**src/hdl/sacmc_pkg.sv**
```systemverilog
// Package for the set-associative cache miss classifier.
// Types, constants and request/result structs; no dependencies.
package sacmc_pkg;

  localparam int unsigned MaxWays  = 8;
  localparam int unsigned MaxSets  = 1024;
  localparam int unsigned AgeWidth = 32;
  localparam int unsigned WayW     = $clog2(MaxWays);
  localparam int unsigned SetW     = $clog2(MaxSets);
  localparam int unsigned WayCntW  = $clog2(MaxWays + 1);

  typedef enum logic [2:0] {
    OUT_HIT        = 3'd0,
    OUT_COMPULSORY = 3'd1,
    OUT_CAPACITY   = 3'd2,
    OUT_CONFLICT   = 3'd3,
    OUT_EMPTY_ERR  = 3'd4
  } outcome_e;

  typedef enum logic [1:0] {
    REG_POLICY = 2'd0,
    REG_WAYS   = 2'd1,
    REG_INDEX  = 2'd2,
    REG_OFFSET = 2'd3
  } reg_idx_e;

  typedef enum logic [2:0] {
    ST_CLEAR,
    ST_IDLE,
    ST_READ,
    ST_UPDATE,
    ST_OUT
  } state_e;

  typedef struct packed {
    logic [31:0] address;
    logic        is_store;
    logic        seen_before;
    logic        shadow_capacity_miss;
  } req_t;

  typedef struct packed {
    logic [2:0] outcome;
    logic       refill_read;
    logic       write_back;
    logic [2:0] way_used;
  } rsp_t;

  typedef struct packed {
    logic clear;
    logic capture;
    logic update;
  } cmd_t;

  typedef logic [AgeWidth-1:0] age_t;

  typedef struct packed {
    logic        valid;
    logic [31:0] line;
    logic        dirty;
    age_t        age;
  } entry_t;

endpackage

```
**src/hdl/sacmc_ctrl.sv**
```systemverilog
// Controller state machine of the cache miss classifier.
// Depends on sacmc_pkg.
module sacmc_ctrl import sacmc_pkg::*; (
  input  logic clk_i,
  input  logic rst_ni,
  input  logic in_valid_i,
  output logic in_stall_o,
  output logic out_valid_o,
  input  logic out_stall_i,
  output logic cfg_ready_o,
  input  logic clr_done_i,
  output cmd_t cmd_o
);

  state_e state_q, state_d;

  always_ff @(posedge clk_i or negedge rst_ni) begin
    if (!rst_ni) begin
      state_q <= ST_CLEAR;
    end else begin
      state_q <= state_d;
    end
  end

  always_comb begin
    state_d     = state_q;
    in_stall_o  = 1'b1;
    out_valid_o = 1'b0;
    cfg_ready_o = 1'b0;
    cmd_o       = '0;
    case (state_q)
      ST_CLEAR: begin
        cmd_o.clear = 1'b1;
        if (clr_done_i) begin
          state_d = ST_IDLE;
        end
      end
      ST_IDLE: begin
        in_stall_o  = 1'b0;
        cfg_ready_o = !in_valid_i;
        if (in_valid_i) begin
          cmd_o.capture = 1'b1;
          state_d       = ST_READ;
        end
      end
      ST_READ: state_d = ST_UPDATE;
      ST_UPDATE: begin
        cmd_o.update = 1'b1;
        state_d      = ST_OUT;
      end
      ST_OUT: begin
        out_valid_o = 1'b1;
        if (!out_stall_i) begin
          state_d = ST_IDLE;
        end
      end
      default: state_d = ST_IDLE;
    endcase
  end

  assert property (@(posedge clk_i) disable iff (!rst_ni)
    cmd_o.capture |=> !out_valid_o)
    else $error("result shown right after capture");
  assert property (@(posedge clk_i) disable iff (!rst_ni)
    cmd_o.update |=> out_valid_o)
    else $error("no result after update");
  assert property (@(posedge clk_i) disable iff (!rst_ni)
    !(cmd_o.capture && cmd_o.update))
    else $error("capture and update together");
  assert property (@(posedge clk_i) disable iff (!rst_ni)
    cmd_o.clear |-> (in_stall_o && !cfg_ready_o))
    else $error("input open during clear");

endmodule

```
**config.mk**
```make
export PLATFORM = sky130hd
export DESIGN_NAME = sacmc_ctrl
export DESIGN_NICKNAME = d
export VERILOG_FILES = /design/src/hdl/sacmc_pkg.sv /design/src/hdl/sacmc_ctrl.sv
export SDC_FILE = /design/constraint.sdc
export NUM_CORES = 1
export LEC_CHECK = 0
export BUFFER_PORTS_ARGS = -buffer_cell sky130_fd_sc_hd__buf_2
export CAP_MARGIN = 10
export CELL_PAD_IN_SITES_DETAIL_PLACEMENT = 0
export CELL_PAD_IN_SITES_GLOBAL_PLACEMENT = 1
export CORE_AREA = 5 5 42 44
export CTS_CLUSTER_DIAMETER = 50
export DETAILED_ROUTE_END_ITERATION = 12
export DIE_AREA = 0 0 47 49
export PLACE_DENSITY = 0.42
export SLEW_MARGIN = 20
export SYNTH_ARGS = -nofsm -noshare
export SYNTH_HDL_FRONTEND = slang
export SYNTH_SLANG_ARGS = --single-unit
```
**constraint.sdc**
```tcl
create_clock -name clk_i -period 1.75 [get_ports clk_i]
set_clock_uncertainty 0.1 [all_clocks]
set_input_delay 0.0875 -clock clk_i [delete_from_list [all_inputs] [get_ports clk_i]]
set_output_delay 0.0875 -clock clk_i [all_outputs]
set_load 0.05 [all_outputs]
```
Word-level counts from Yosys, hierarchy flattened
Index checks and enable logic that the tools add are counted.
{"block": "word_totals", "ff_bits": 3, "inputBits": 5, "output_inout_bits": 6, "word_cells": 22}
{"block": "op_classes", "eq_ne": 7, "n_mux": 11, "n_reduce_logical": 3}
{"cell": "$pmux W3 S5", "count": 1}
{"cell": "$mux W3", "count": 3}
{"cell": "$mux W1", "count": 7}
{"cell": "$eq A3 B2 Y1 const B", "count": 2}
{"cell": "$ne A2 B2 Y1 const B", "count": 3}
{"cell": "$eq A3 B1 Y1 const B", "count": 1}
{"cell": "$eq A3 B3 Y1 const B", "count": 1}
{"cell": "$logic_not A3 Y1", "count": 1}
{"cell": "$reduce_and A3 Y1", "count": 1}
{"cell": "$logic_not A1 Y1", "count": 1}

Depth between registers and ports, before layout
Gate-level depths: netlist (run 1).
{"block": "logic_depth", "word_depth": 3, "ltp_mapped": 2, "mapped_depth_nobuf": 2}

Worst setup path before layout (run 1)
No wires, ideal clock.
{"block": "synth_path", "path_kind": "reg2out", "start": "register state_q[1]", "end": "output port cfg_ready_o", "t_arrival_ns": 1.791, "required_time_ns": 1.562, "slack_ns": -0.228, "stages_incl_launch_ff": 3, "cell_sequence": "dfrtp_1 > or3b_1 > nor2_1"}
{"block": "synth_via", "elab_chain_len": 2}
{"item": "start: declaration", "line_no": "sacmc_ctrl.sv:15", "source": "state_e state_q, state_d;"}
{"item": "start signal: assignment", "line_no": "sacmc_ctrl.sv:21", "source": "state_q <= state_d;"}
{"item": "$eq A3 B1 Y1", "line_no": "sacmc_ctrl.sv:31", "source": "case (state_q)"}
{"item": "$mux W1", "line_no": "sacmc_ctrl.sv:31"}
{"item": "end: declaration", "line_no": "sacmc_ctrl.sv:10", "source": "output logic cfg_ready_o,"}
No other way between the ends.

Worst setup path in the final report (run 1)
Same ends and word-level chain as after synthesis.

==> flow_summary.json, run 1 <==
{
  "synth_edf_count": 0,
  "period_needed_ps": 1650,
  "fp.dieH_um": 49,
  "grt_pass1_vias": 198,
  "yosys-top-cells-area": "dfrtp_1 43%, nand4bb_1 6.5%, nor2_1 6.5%",
  "setup_ws_ps": 95.8,
  "grt_max_degree": 10,
  "reg2regPathDepth": 2,
  "antenna_left": 0,
  "synth.net_count": 24,
  "reg_top3": "state_q: 3 flops",
  "dieArea_sq_um": 2300,
  "status": "completed",
  "final_hold_viol_count": 0,
  "clock_path_buffers": 2,
  "avgSynthCellArea_sq_um": 9.09,
  "grt_usage": 0.0473,
  "fin_nets": 40,
  "dp_hpwl_um": 342,
  "synth_top_area_cell": "dfrtp_1",
  "drc": 0,
  "num_vias": 196,
  "grt_overflow": 0,
  "ff2ff_setup_slack_ps": 400,
  "rsz0062_at_grt": "false",
  "yosys-top-cells-count": "3 x dfrtp_1, 3 x nor2_1, 2 x o21ai_0",
  "largest_reg_flops": 3,
  "r2r_end": "state_q[0]$_DFFE_PN0P_",
  "grt_pass1_wl_um": 724,
  "synthesis.area_sq_um": 173,
  "via_per_inst": 3.92,
  "antenna_found_initial": 0,
  "firstDrtPassIters": 2,
  "place_congestion": 0.753,
  "regMostFlops": "state_q",
  "synth_top_area_share": 0.435,
  "yosys_register_bits": 3,
  "clk_pin_slew_worst_paths_ps": 40,
  "row_count": 14,
  "fillers": 166,
  "worst_pin_slew_ps": 242,
  "critPathMaxFanout": 9,
  "async_flop_share": 1.00,
  "ys_warn_count": 0,
  "die_w_um": 47,
  "rr_startpoint": "state_q[0]$_DFFE_PN0P_",
  "wl_per_cell_um": 8.98,
  "endpoint_kind": "output pin",
  "min_path_type": "input port to asynchronous set/reset pin",
  "yosysSeqAreaShare": 0.435,
  "ys_types": 14,
  "critPathArrivalTime_ps": 1470,
  "setup_viol": 0,
  "synthFlopType": "dfrtp_1",
  "numPortBuffers": 10,
  "core_sq_um": 1400,
  "slew_headroom": 0.839,
  "numCtsBuffers": 3,
  "drive_gt1_frac": 0.471,
  "htree_levels": 1,
  "finalCritPeriodShare": 0.945,
  "postCtsSetupBuffers": 0,
  "worstSetupPathType": "flop to output pin",
  "cp_data_required_time_ps": 1560,
  "io_pins": 11,
  "antennaDiodeCount": 0,
  "fmax_mhz": 605,
  "cts-root-buf": "clkbuf_4",
  "cts.sinks": 3,
  "cts_tree": "built",
  "drt-total-wl_um": 449,
  "cap_violations": 0,
  "initial_core_util": 0.123,
  "syn2layout_area_growth_pct": 70.3,
  "clk_latency_ps": 230,
  "drtIter0Drc": 2,
  "synth_cells": 19,
  "dp_worst_setup_slack_ps": 302,
  "start_kind": "flop",
  "slew_violations": 0
}
## cell type report
| cell class | instances | area (sq um) | area share |
|---|---|---|---|
| timing repair buffer | 11 | 65.1 | 0.221 |
| tap | 16 | 20.0 | 0.0681 |
| multi-input combinational | 15 | 104 | 0.353 |
| inverter | 1 | 3.75 | 0.0128 |
| clock buffer | 4 | 26.3 | 0.0894 |
| sequential | 3 | 75.1 | 0.255 |
## worst max path at each step
| stage | start | to | slack, ps | cells after the start |
|---|---|---|---|---|
| floorplan | state_q[1]$_DFFE_PN0P_ | cfg_ready_o | -20 | 2 |
| global placement | state_q[1]$_DFFE_PN0P_ | cmd_o[1] | 320 | 3 |
| detailed placement | state_q[1]$_DFFE_PN0P_ | cfg_ready_o | 300 | 3 |
| CTS | state_q[1]$_DFFE_PN0P_ | cfg_ready_o | 40 | 3 |
| global route | state_q[1]$_DFFE_PN0P_ | cmd_o[1] | 10 | 3 |
| finish | state_q[1]$_DFFE_PN0P_ | cfg_ready_o | 100 | 3 |
## routing by layer
layer | vias up | wire (um) | track usage
met4 | 0 | 19 | 0.0691
met2 | 8 | 199 | 0.0611
met1 | 87 | 191 | 0.0488
li1 | 99 | - | -
met5 | - | 0 | 0
met3 | 2 | 40 | 0.0111
## layout by cell type (no fill, tap or decap)
cell	count
nand2b_1	1
or4_1	1
nor3_1	1
nand3b_1	1
nor2_1	1
dlygate4sd3_1	1
nor2_2	2
dfrtp_1	3
or3b_1	1
nand2_1	1
o211a_1	1
nor3b_2	1
nand4bb_1	1
buf_2	8
clkbuf_1	1
clkbuf_4	5
o21ai_0	2
a21oi_1	1
inv_1	1
## worst max-delay path, cell delays in order (launching register included)
cell and delay (ps):
dfrtp_1 450, or3b_1 460, nor2_2 90, clkbuf_4 230
## stage by stage
step	cells	setup TNS, ps	hold slack [ps]	utilization	instance area, sq um
floorplan	19	-48.8	-308	-	183
detailed placement	45	0	-215	0.180	253
global placement	45	0	-215	0.180	253
global route	50	0	94.9	0.210	294
finish	50	0	66.0	0.210	294
CTS	50	0	63.0	0.206	289
## logic make-up after synthesis
| group | Yosys count | share of synthesized area |
|---|---|---|
| buf+inv | 1 | 0.0217 |
| flops | 3 | 0.435 |
| simple gates | 11 | 0.399 |
| compound gates | 4 | 0.145 |
## timing repair
item                       CTS  global route
hold buffers                 1             0
hold endpoints to repair     3             0
resized for setup            0             2
setup endpoints to repair    0             2
Power of run 1 is not shown: default switching activity piles up to over one toggle a cycle in this logic, so the estimate is an artifact.
==> run 2, diff against run 1 <==
--- a/config.mk
+++ b/config.mk
@@ -13,6 +13,7 @@
 export CTS_CLUSTER_DIAMETER = 50
 export DETAILED_ROUTE_END_ITERATION = 12
 export DIE_AREA = 0 0 47 49
+export MAX_ROUTING_LAYER = met4
 export PLACE_DENSITY = 0.42
 export SLEW_MARGIN = 20
 export SYNTH_ARGS = -nofsm -noshare
==> flow_summary.json, run 2 (synthesized netlist as in run 1, its figures left out) <==
{
  "io_pins": 11,
  "htree_levels": 1,
  "reg_top3": "state_q: 3 flops",
  "via_per_inst": 3.92,
  "antenna_found_initial": 0,
  "dieArea_sq_um": 2300,
  "cp_data_required_time_ps": 1560,
  "cts_tree": "built",
  "slew_violations": 0,
  "place_area_sq_um": 253,
  "finalCritPeriodShare": 0.945,
  "syn2layout_area_growth_pct": 70.3,
  "drive_gt1_frac": 0.471,
  "firstDrtPassIters": 2,
  "critPathMaxFanout": 9,
  "status": "completed",
  "dp_worst_setup_slack_ps": 302,
  "period_needed_ps": 1650,
  "grt_max_degree": 10,
  "fp.dieH_um": 49,
  "clk_latency_ps": 230,
  "slew_headroom": 0.839,
  "dp_hpwl_um": 342,
  "rsz0062_at_grt": "false",
  "cts-root-buf": "clkbuf_4",
  "drc": 0,
  "fin_nets": 40,
  "startpoint": "state_q[1]$_DFFE_PN0P_",
  "worstSetupPathType": "flop to output pin",
  "postCtsSetupBuffers": 0,
  "endpoint_kind": "output pin",
  "drt-total-wl_um": 449,
  "final_hold_viol_count": 0,
  "initial_core_util": 0.123,
  "clk_pin_slew_worst_paths_ps": 40,
  "row_count": 14,
  "rr_startpoint": "state_q[0]$_DFFE_PN0P_",
  "numCtsBuffers": 3,
  "grt_usage": 0.0485,
  "layout_common_cells": "8 x buf_2, 5 x clkbuf_4, 3 x dfrtp_1",
  "antennaDiodeCount": 0,
  "regMostFlops": "state_q",
  "setup_tns_ps": 0,
  "worst_pin_slew_ps": 242,
  "start_kind": "flop",
  "grt_pass1_vias": 197,
  "fmax_mhz": 605,
  "grt_pass1_wl_um": 724,
  "clock_path_buffers": 2,
  "largest_reg_flops": 3,
  "critPathArrivalTime_ps": 1470,
  "min_path_type": "input port to asynchronous set/reset pin",
  "num_vias": 196,
  "cts.sinks": 3,
  "die_w_um": 47,
  "drtIter0Drc": 2,
  "setup_ws_ps": 96.0,
  "cap_violations": 0,
  "antenna_left": 0,
  "setup_viol": 0,
  "numPortBuffers": 10,
  "grt_overflow": 0,
  "wl_per_cell_um": 8.98,
  "fin_area_sq_um": 294,
  "fillers": 166,
  "place_congestion": 0.763,
  "core_sq_um": 1400,
  "mostFrequentLayoutCell": "buf_2"
}
run 2: metrics by stage:
| step | hold slack [ps] | utilization | cells |
|---|---|---|---|
| after floorplan | -308 | - | 19 |
| after global placement | -215 | 0.180 | 45 |
| after detailed placement | -215 | 0.180 | 45 |
| after CTS | 63.0 | 0.206 | 50 |
| after global routing | 94.9 | 0.210 | 50 |
| final | 66.1 | 0.210 | 50 |
run 2: repair_timing:
| action | CTS | global route |
|---|---|---|
| endpoints found under the setup margin | 0 | 2 |
| hold buffers | 1 | 0 |
| hold endpoints to repair | 3 | 0 |
| gates resized for setup | 0 | 2 |
run 2: routing by layer:
layer | routed length, um | part of all wire | track usage
met4 | 19 | 0.042 | 0.0691
met3 | 38 | 0.085 | 0.0111
met2 | 196 | 0.44 | 0.0611
met5 | 0 | 0 | -
met1 | 195 | 0.43 | 0.0488
run 2: worst paths after layout:
kind	endpoint	slack, ps	depth (start not counted)
min in group clk_i	state_q[1]$_DFFE_PN0P_	70	3
worst min-delay path	state_q[1]$_DFFE_PN0P_	70	2
worst max-delay path	cfg_ready_o	100	3
max in group asynchronous	state_q[0]$_DFFE_PN0P_	1370	2
worst max register to register	state_q[0]$_DFFE_PN0P_	400	2
worst min register to register	state_q[1]$_DFFE_PN0P_	460	1
run 2: critical path: stages, from the launching register on:
cell and delay (ps):
dfrtp_1 450, or3b_1 460, nor2_2 90, clkbuf_4 230
run 2: final cells by class:
| cell class | instances | area, sq um | share of cell area |
|---|---|---|---|
| Multi-Input combinational cell | 15 | 104 | 0.353 |
| Inverter | 1 | 3.75 | 0.0128 |
| Sequential cell | 3 | 75.1 | 0.255 |
| Tap cell | 16 | 20.0 | 0.0681 |
| Clock buffer | 4 | 26.3 | 0.0894 |
| Timing Repair Buffer | 11 | 65.1 | 0.221 |
Power of run 2 is left out for the same reason.
==> run 3, diff against run 2 <==
==> constraint.sdc (replaced) <==
create_clock -name clk_i -period 2.09 [get_ports clk_i]
set_clock_uncertainty 0.1 [all_clocks]
set_input_delay 0.1045 -clock clk_i [delete_from_list [all_inputs] [get_ports clk_i]]
set_output_delay 0.1045 -clock clk_i [all_outputs]
set_load 0.05 [all_outputs]
==> flow_summary.json, run 3 (synthesized netlist as in run 1, its figures left out) <==
{
  "cts.sinks": 3,
  "antenna_found_initial": 0,
  "dp_hpwl_um": 347,
  "whs_path_depth": 3,
  "critPathMaxFanout": 9,
  "fmax_mhz": 597,
  "setup_tns_ps": 0,
  "cp_data_required_time_ps": 1890,
  "endpoint_kind": "output pin",
  "status": "completed",
  "grt_usage": 0.0536,
  "met3_length_um": 54,
  "rr_startpoint": "state_q[0]$_DFFE_PN0P_",
  "dieArea_sq_um": 2300,
  "slew_headroom": 0.833,
  "grt_overflow": 0,
  "grt_pass1_vias": 190,
  "mostFrequentLayoutCell": "buf_2",
  "holdPathEnd": "state_q[1]$_DFFE_PN0P_",
  "initial_core_util": 0.123,
  "place_area_sq_um": 243,
  "layout_common_cells": "10 x buf_2, 3 x nor2_1, 3 x clkbuf_4, 3 x dfrtp_1, 2 x o21ai_0",
  "fin_util": 0.199,
  "die_w_um": 47,
  "setup_viol": 0,
  "critPathArrivalTime_ps": 1470,
  "worst_hold_startpoint": "in_valid_i",
  "grt_max_degree": 10,
  "route.met2.wl_um": 183,
  "startpoint": "state_q[1]$_DFFE_PN0P_",
  "largest_reg_flops": 3,
  "regMostFlops": "state_q",
  "firstDrtPassIters": 2,
  "period_needed_ps": 1670,
  "drc": 0,
  "wl_per_cell_um": 9.40,
  "num_vias": 190,
  "start_kind": "flop",
  "maxUsedRoutingLayer": "met4",
  "drt-total-wl_um": 470,
  "ff2ff_setup_slack_ps": 760,
  "slew_violations": 0,
  "min_path_type": "input port to flop",
  "reg2regPathDepth": 2,
  "clk_pin_slew_worst_paths_ps": 40,
  "seq_area_sq_um": 75.1,
  "drive_gt1_frac": 0.382,
  "worstSetupPathType": "flop to output pin",
  "clock_path_buffers": 2,
  "final_hold_viol_count": 0,
  "via_per_inst": 3.80,
  "finalCritPeriodShare": 0.801,
  "place_congestion": 0.620,
  "antenna_left": 0,
  "htree_levels": 1,
  "numCtsBuffers": 3,
  "r2r_end": "state_q[0]$_DFFE_PN0P_",
  "cap_violations": 0,
  "fillers": 160,
  "row_count": 14,
  "wl_met1_um": 214,
  "syn2layout_area_growth_pct": 61.6,
  "clk_latency_ps": 230,
  "rsz0062_at_grt": "false",
  "fin_nets": 40,
  "worst_pin_slew_ps": 252,
  "cts_tree": "built",
  "antennaDiodeCount": 0,
  "worstPathCellList": "or3b_1 > nor2_1 > buf_2",
  "cpPeakStageDelay_ps": 440,
  "reg_top3": "state_q: 3 flops",
  "slowest_stage": "dfrtp_1",
  "grt_pass1_wl_um": 807,
  "drtIter0Drc": 3,
  "multiInputGateArea_sq_um": 93.8,
  "fin_area_sq_um": 279,
  "fp.dieH_um": 49,
  "cts-root-buf": "clkbuf_4",
  "numPortBuffers": 10,
  "core_sq_um": 1400,
  "io_pins": 11
}
## run 3: cell types whose count changed in the layout (fill, tap and decap cells not counted), sizes merged
cell,previous run,this run
buf,8,10
clkbuf,6,4
## run 3: how the worst max path moves through the flow
stage / to / slack [ps]
6_report: cmd_o[1] / 420
5_1_grt: cmd_o[1] / 290
4_1_cts: cmd_o[1] / 390
3_5_place_dp: cmd_o[1] / 650
3_3_place_gp: cmd_o[1] / 680
2_1_floorplan: cfg_ready_o / 90
## run 3: final cells by class
type                       count  share of cell area
sequential                     3               0.269
timing repair buffer          11               0.215
tap                           16              0.0717
inverter                       1              0.0135
clock buffer                   4              0.0942
multi-input combinational     15               0.336
## run 3: layer usage
layer	global-route usage	vias up
met4	0.0691	0
met5	-	-
met1	0.0621	80
li1	-	98
met2	0.0611	10
met3	0.0148	2
## run 3: timing repair
item / in CTS / in global routing
resized for setup: 0 / 0
endpoints found under the hold margin: 3 / 0
hold buffers: 1 / 0
setup buffers: 0 / 0
## run 3: worst max-delay path: cells and delay by family (launching register included)
kind	cells	cell delay (ps)
and+or+nand+nor	2	520
DFF	1	440
buffers and inverters	1	260
## run 3: per-stage QoR
| stage | worst slack, ps | hold WS [ps] | cells |
|---|---|---|---|
| after CTS | 393 | 81.7 | 50 |
| final | 416 | 75.9 | 50 |
| after detailed placement | 649 | -199 | 45 |
| after global placement | 675 | -201 | 45 |
| after global routing | 286 | 103 | 50 |
| after floorplan | 94.8 | -291 | 19 |
Power of run 3 is left out for the same reason.
